## src/design/m61_pkg.sv

```systemverilog
`default_nettype none
package m61_pkg;
    localparam int unsigned PW = 61;
    localparam logic [63:0] M61 = 64'h1FFF_FFFF_FFFF_FFFF;
    localparam logic [63:0] M61_X2 = 64'h3FFF_FFFF_FFFF_FFFE;

    // multiplier operand selects
    typedef enum logic [2:0] {
        OP_SQ_RE = 3'd0,
        OP_SQ_IM = 3'd1,
        OP_T00   = 3'd2,
        OP_T11   = 3'd3,
        OP_T01   = 3'd4,
        OP_T10   = 3'd5
    } mul_op_t;

    // controller to datapath
    typedef struct packed {
        logic    load;       // capture input word
        logic    mul_start;  // start one folded product
        mul_op_t op;
        logic    sq_done;    // commit square result
        logic    mul_done;   // commit gaussian multiply result
        logic    shift;      // advance exponent scan
        logic    finish;     // normalize into output register
    } dp_cmd_t;

    // datapath to controller
    typedef struct packed {
        logic exp_zero;
        logic top_bit;   // current exponent msb
        logic mul_busy;
        logic mul_valid;
    } dp_stat_t;

    function automatic logic [63:0] fold61(input logic [63:0] x);
        fold61 = {61'd0, x[63:61]} + (x & M61);
    endfunction
endpackage
`default_nettype wire

```

## src/design/m61_ctrl.sv

```systemverilog
`default_nettype none
module m61_ctrl (
    input  wire logic             clk,
    input  wire logic             rst_n,
    input  wire logic             in_valid,
    output logic                  in_ready,
    output logic                  out_valid,
    input  wire logic             out_ready,
    input  wire m61_pkg::dp_stat_t stat,
    output m61_pkg::dp_cmd_t      cmd
);
    typedef enum logic [6:0] {
        S_IDLE  = 7'b0000001,
        S_FIND  = 7'b0000010,
        S_ISSUE = 7'b0000100,
        S_WAIT  = 7'b0001000,
        S_SQ    = 7'b0010000,
        S_GM    = 7'b0100000,
        S_OUT   = 7'b1000000
    } state_t;

    state_t state_reg, state_next;
    logic [5:0] cnt_reg, cnt_next;      // bits left below current
    logic [2:0] op_reg, op_next;
    logic       ov_reg, ov_next;
    logic       out_free;

    assign out_free = !ov_reg || out_ready;

    always_comb
    begin
        state_next = state_reg;
        cnt_next   = cnt_reg;
        op_next    = op_reg;
        ov_next    = ov_reg && !out_ready;
        cmd        = '0;
        cmd.op     = m61_pkg::mul_op_t'(op_reg);
        in_ready   = 1'b0;
        case (state_reg)
            S_IDLE:
            begin
                in_ready = 1'b1;
                if (in_valid)
                begin
                    cmd.load   = 1'b1;
                    cnt_next   = 6'd63;
                    state_next = S_FIND;
                end
            end
            // skip leading zeros, then drop the leading one
            S_FIND:
            begin
                if (stat.exp_zero)
                    state_next = S_OUT;
                else
                begin
                    cmd.shift = 1'b1;
                    if (stat.top_bit)
                    begin
                        if (cnt_reg == 6'd0)
                            state_next = S_OUT;
                        else
                        begin
                            op_next    = m61_pkg::OP_SQ_RE;
                            state_next = S_ISSUE;
                        end
                    end
                    else
                        cnt_next = cnt_reg - 6'd1;
                end
            end
            S_ISSUE:
            begin
                if (!stat.mul_busy)
                begin
                    cmd.mul_start = 1'b1;
                    state_next    = S_WAIT;
                end
            end
            S_WAIT:
            begin
                if (stat.mul_valid)
                begin
                    case (op_reg)
                        m61_pkg::OP_SQ_RE:
                        begin
                            op_next = m61_pkg::OP_SQ_IM; state_next = S_ISSUE;
                        end
                        m61_pkg::OP_SQ_IM: state_next = S_SQ;
                        m61_pkg::OP_T10:   state_next = S_GM;
                        default:
                        begin
                            op_next = op_reg + 3'd1; state_next = S_ISSUE;
                        end
                    endcase
                end
            end
            S_SQ:
            begin
                cmd.sq_done = 1'b1;
                cnt_next    = cnt_reg - 6'd1;
                if (stat.top_bit)
                begin
                    op_next    = m61_pkg::OP_T00;
                    state_next = S_ISSUE;
                end
                else
                begin
                    cmd.shift = 1'b1;
                    op_next   = m61_pkg::OP_SQ_RE;
                    state_next = (cnt_reg == 6'd1) ? S_OUT : S_ISSUE;
                end
            end
            S_GM:
            begin
                cmd.mul_done = 1'b1;
                cmd.shift    = 1'b1;
                op_next      = m61_pkg::OP_SQ_RE;
                state_next   = (cnt_reg == 6'd0) ? S_OUT : S_ISSUE;
            end
            S_OUT:
            begin
                if (out_free)
                begin
                    cmd.finish = 1'b1;
                    ov_next    = 1'b1;
                    state_next = S_IDLE;
                end
            end
            default: state_next = S_IDLE;
        endcase
    end

    always_ff @(posedge clk or negedge rst_n)
    begin
        if (!rst_n)
        begin
            state_reg <= S_IDLE;
            cnt_reg   <= '0;
            op_reg    <= '0;
            ov_reg    <= 1'b0;
        end
        else
        begin
            state_reg <= state_next;
            cnt_reg   <= cnt_next;
            op_reg    <= op_next;
            ov_reg    <= ov_next;
        end
    end

    assign out_valid = ov_reg;
endmodule
`default_nettype wire

```

## config.mk

```make
export PLATFORM = sky130hd
export DESIGN_NAME = m61_ctrl
export DESIGN_NICKNAME = d
export VERILOG_FILES = /design/src/design/m61_pkg.sv /design/src/design/m61_ctrl.sv
export SDC_FILE = /design/constraint.sdc
export NUM_CORES = 1
export LEC_CHECK = 0
export ABC_CLOCK_PERIOD_IN_PS = 1900
export BUFFER_PORTS_ARGS = -buffer_cell sky130_fd_sc_hd__buf_2
export CORE_AREA = 5 5 54 61
export CTS_CLUSTER_DIAMETER = 80
export CTS_CLUSTER_SIZE = 10
export DETAILED_ROUTE_END_ITERATION = 12
export DIE_AREA = 0 0 59 66
export PLACE_DENSITY = 0.72
export SLEW_MARGIN = 30
export SYNTH_ARGS = -nofsm -noshare
export SYNTH_HDL_FRONTEND = slang
export SYNTH_SLANG_ARGS = --single-unit
```

## constraint.sdc

```tcl
create_clock -name clk -period 1.9 [get_ports clk]
set_input_delay 0.285 -clock clk [delete_from_list [all_inputs] [get_ports clk]]
set_output_delay 0.285 -clock clk [all_outputs]
set_load 0.01 [all_outputs]
```

# Yosys cells after proc, flatten, opt, wreduce, memory -nomap -nowiden
# Cells that the tools add are included.
[totals]
rom_bits = 0
word_cells = 74
latch_bits = 0
output_inout_bits = 11
register_bits = 17
ram_bits = 0
memories = 0
[op_classes]
div_mod_pow = 0
shift = 0
n_addsub = 2
mul = 0
n_eq_ne = 20
muxes = 36
n_reduce_logical = 12
bitwise_logic = 0
magnitude_cmp = 0
[op_table]
columns = ["operator", "n"]
rows = [
  ["7-bit two-way mux", 9],
  ["7-bit one-hot mux with 7 select lines", 1],
  ["6-bit two-way mux", 3],
  ["2-bit != test (second input constant)", 9],
  ["6-bit one-hot mux with 3 select lines", 1],
  ["1-bit two-way mux", 13],
  ["3-bit two-way mux", 4],
  ["3-bit one-hot mux with 4 select lines", 1],
  ["6-bit one-hot mux with 2 select lines", 1],
  ["7-bit by 1-bit equality test with 1-bit output (second input constant)", 1],
  ["7-bit by 2-bit equality test with 1-bit output (second input constant)", 1],
  ["7-bit by 3-bit equality test with 1-bit output (second input constant)", 1],
  ["7-bit by 4-bit equality test with 1-bit output (second input constant)", 1],
  ["7-bit by 5-bit equality test with 1-bit output (second input constant)", 1],
  ["7-bit by 6-bit equality test with 1-bit output (second input constant)", 1],
  ["7-bit equality test (second input constant)", 1],
  ["6-bit by 1-bit equality test with 1-bit output (second input constant)", 1],
  ["6-bit logical NOT", 1],
  ["3-bit one-hot mux with 2 select lines", 1],
  ["6-bit AND reduction", 1],
  ["6-bit by 1-bit subtractor with 6-bit output (second input constant)", 1],
  ["5-bit AND reduction", 1],
  ["4-bit AND reduction", 1],
  ["4-bit nonzero test", 1],
  ["other kinds (12)", 13],
]

# Depth between registers and ports, before layout
[depth]
depth_word = 5
mapped_depth = 7
depth_no_buf = 6

# Worst setup path before layout
# OpenSTA, ideal clock, no wires.
[synth_timing]
path_type = "register -> register"
startpoint = "register state_reg[5]"
endpoint = "register cnt_reg[4]"
period_less_slack_ps = 1784
path_stages_with_launch = 7
arrival_time_ps = 1659
slack_ps = 116
setup_time_ps = 125
cell_sequence = "dfrtp_1 buf_6 nor4_4 nand4_4 a2111oi_4 xnor2_1 nand2_1"
[synth_via]
elab_chain_cells = 3
elab_cells_between_ends = 9
classes_between = "eq/ne: 6; mux: 1; reduce/logical: 2"
[synth_rtl]
columns = ["element", "line_no", "text"]
rows = [
  ["start: declaration", "m61_ctrl.sv:22", "state_t state_reg, state_next;"],
  ["start signal: assignment", "m61_ctrl.sv:145", "state_reg <= state_next;"],
  ["7-bit by 2-bit equality test with 1-bit output (tied with other cells)", "m61_ctrl.sv:39", "case (state_reg)"],
  ["2-bit != test (no line) / 3-bit nonzero test (equally long branches)", "n/a", ""],
  ["4-bit AND reduction (no line)", "n/a", ""],
  ["end signal: assignment", "m61_ctrl.sv:146", "cnt_reg <= cnt_next;"],
  ["end: declaration", "m61_ctrl.sv:23", "logic [5:0] cnt_reg, cnt_next;"],
]
# Parallel ways exist; a longest one is shown, timed or not.
# A chain may end at the register's enable or synchronous reset.

==> reports/metrics.yaml <==
run_status:
  status: "finished, violations left"
  violations: "setup timing"
logic_synthesis:
  synth_xor_area_share_pct: 2.090
  synth_top_family_by_area: "simple AND/OR/NAND/NOR gates"
  synth_area_sq_um: 1257
  yosys_warnings: 0
  synth-compound-area-share_pct: 17.01
  yosys-top-cells-area: "dfrtp_1 32%, ha_1 6.0%, nor2_1 4.5%"
  ys.flop_type: "dfrtp_1"
  synth_common_cells: "16 x dfrtp_1, 15 x nor2_1, 14 x nand2_1"
  yosys.area.top_type: "dfrtp_1"
  syn_nets: 156
  synth_cells: 142
  ys_async_sr_fraction_pct: 100.0
  ys_seq_area_share_pct: 33.93
  synth_adder_area_share_pct: 5.970
  syn_avg_cell_area_sq_um: 8.855
  synth_cell_types: 43
  ys_ff_latch: 17
  yosysMostFrequentCell: "dfrtp_1"
  synth-edff-count: 0
  yosysTopAreaCellShare_pct: 31.84
  synth_mux_area_share_pct: 2.388
  yosys.area_share.simple_pct: 30.75
cells_and_area:
  fin_util_pct: 64.53
  drive_gt1_share_pct: 43.01
  finalInstanceArea_sq_um: 1712
  nets: 201
  largest_reg_flops: 7
  area_growth_pct: 36.12
  diodes: 0
drt:
  first_pass_iters: 4
  vias_per_cell: 5.626
  drt-total-wl_um: 3386
  drc: 0
  num_vias: 1232
  drt_iter0_markers: 42
  wl_per_cell_um: 15.46
  antenna_left: 0
placement:
  portBuffers: 18
  place_hpwl_um: 2325
  gp_congestion: 0.8414
  post-place-ws_ps: -1.520
  dpl-instance-area_sq_um: 1444
setup_path:
  cp_max_fo: 6
  path_cells: "buf_4, nor2_1, buf_4, nand3_2, o21ai_2, o21bai_1, buf_2"
  crit_arrival_ps: 1730
  cp.required_ps: 1620
  crit_slowest_cell: "dfrtp_2"
  cp_slowest_stage_delay_ps: 460
  path_class: "reg -> out"
  crit_path_end_kind: "output pin"
  crit_top_cell: "buf_4"
  r2r_slack_ps: 30
  startpoint_type: "flop"
global_routing:
  grtUsageMet1_pct: 22.58
  antenna_found_initial: 0
  grt_usage_pct: 17.82
  grt_pass1_wl_um: 5202
  grt_busiest_layer: "met2"
  grt-ovfl-total: 0
  grt_max_degree: 18
  use_met2_pct: 29.56
  gr-usage-met3_pct: 2.539
  first_global_vias: 1149
power:
  p_leak_nw: 0.7984
  ir_worst_vdd_uv: 641.5
  power_switching_mw: 0.7952
  swShare_pct: 43.53
  pwr-share-seq_pct: 30.1
  internal-power_mw: 1.032
  pwr_density_cell_nw_per_um2: 1067
  pwr-share-clk_pct: 11.6
  pwr-share-comb_pct: 58.3
floorplanning:
  ios: 19
  dieHeight_um: 66
  die-area_sq_um: 3894
  die_x_um: 59
  fp.coreArea_sq_um: 2653
  start_util_pct: 47.41
  core.rowCount: 20
timing:
  slew_headroom_pct: 71.33
  grt_setup_unrepaired: "true"
  post-route-min-period_ps: 2018
  maxSlewViolCount: 0
  tightest_slew_ps: 430.0
  fmax_mhz: 495.5
  skew_ps: 8.795
  worst_slack_ps: -118.4
  fin_crit_sh_pct: 106.2
  setup_violations: 3
  hold_viol: 0
clock_tree:
  clock-sinks: 17
  clock_path_buffers: 2
  tritoncts: "yes"
  worstSkewPairLatency_ps: 310
  cts_max_level: 1
  cts_buffers: 3
  clockRootBuffer: "clkbuf_4"
  clkTransAtPathRegs_ps: 100
flow_run:
  max_cap_violations: 0
hold_path:
  hold_class: "in -> reg"
path summary, 6_finish.rpt:
kind	from	end	cells after the start
max in group asynchronous	rst_n	state_reg[2]	2
min in group asynchronous	rst_n	cnt_reg[1]	2
worst max-delay path	state_reg[3]	cmd[1]	7
worst min register to register	op_reg[2]	state_reg[4]	1
worst max register to register	state_reg[2]	cnt_reg[4]	7
worst min-delay path	stat[1]	state_reg[2]	2
critical path: cells and delay by family, from the launching register on:
kind	cells	cell delay (ps)
compound gates	2	290
flops	1	460
simple gates	2	220
buf+inv	3	460
cell usage in the layout (no fill, tap or decap), types with 2 or more instances in the layout:
cell	netlist	final
nand3_1	7	5
xor2_1	2	2
o211ai_1	3	3
dfrtp_1	16	10
o21ai_0	5	4
nor3_1	8	3
nor2b_1	2	2
mux2i_1	3	3
a22oi_1	2	2
nor3_4	0	2
buf_6	2	5
nor2_1	15	14
buf_4	0	23
ha_1	6	6
a21oi_1	10	9
nand2b_1	2	2
inv_2	0	2
clkbuf_4	0	3
nor3_2	0	3
dfrtp_2	0	6
nand4_1	2	2
buf_2	0	15
a31oi_1	2	2
nand3b_1	2	2
inv_1	13	10
nand2_1	14	12
area by class of cell:
| class | instances | area [sq um] |
|---|---|---|
| clock buffers | 3 | 22.52 |
| clock inverters | 1 | 5.005 |
| fillers | 236 | 940.9 |
| inverters | 13 | 51.30 |
| multi-input cells | 108 | 843.3 |
| flip-flops and latches | 17 | 434.2 |
| well taps | 33 | 41.29 |
| repair buffers | 44 | 314.1 |
logic make-up (layout without fill, tap and decap cells):
| kind of cell | Yosys count | count (layout) |
|---|---|---|
| AOI/OAI and AO/OA | 30 | 30 |
| xor gates and xnor gates | 3 | 3 |
| adders and majority gates | 6 | 6 |
| buffers and inverters | 17 | 61 |
| DFF | 17 | 17 |
| muxes | 3 | 3 |
| and+or+nand+nor | 66 | 66 |
routing by layer:
metal | routed length (um) | vias up
met3 | 192 | 7
met4 | 82 | 0
met1 | 1465 | 583
met2 | 1645 | 43
li1 | - | 599
met5 | 0 | -
power by group through the flow:
| stage | Combinational (mW) | Sequential [mW] | Clock (mW) |
|---|---|---|---|
| 2_1_floorplan | 0.500 | 0.539 | 0 |
| 3_3_place_gp | 0.745 | 0.548 | 0 |
| 3_5_place_dp | 0.764 | 0.555 | 0 |
| 4_1_cts | 0.928 | 0.559 | 0.208 |
| 5_1_grt | 1.15 | 0.568 | 0.226 |
| 6_report | 1.06 | 0.551 | 0.211 |
metrics by stage:
step / power, mW / hold slack [ps] / setup TNS, ps / instances
6_report: 1.827 / 254.2 / -135.9 / 219
5_1_grt: 1.947 / 264.5 / -570.4 / 219
4_1_cts: 1.695 / 238.8 / -77.78 / 213
3_5_place_dp: 1.320 / 236.8 / -1.520 / 203
3_3_place_gp: 1.293 / 236.9 / 0 / 203
2_1_floorplan: 1.038 / -10.59 / 0 / 142
timing repair:
item / CTS / global route
pin swaps: 6 / 8
buffers inserted: 5 / 6
hold buffers: 1 / 0
resized for setup: 24 / 15
endpoints found under the setup margin: 7 / 15
hold endpoints to repair: 16 / 0
Power figures use the tool's default switching activity.
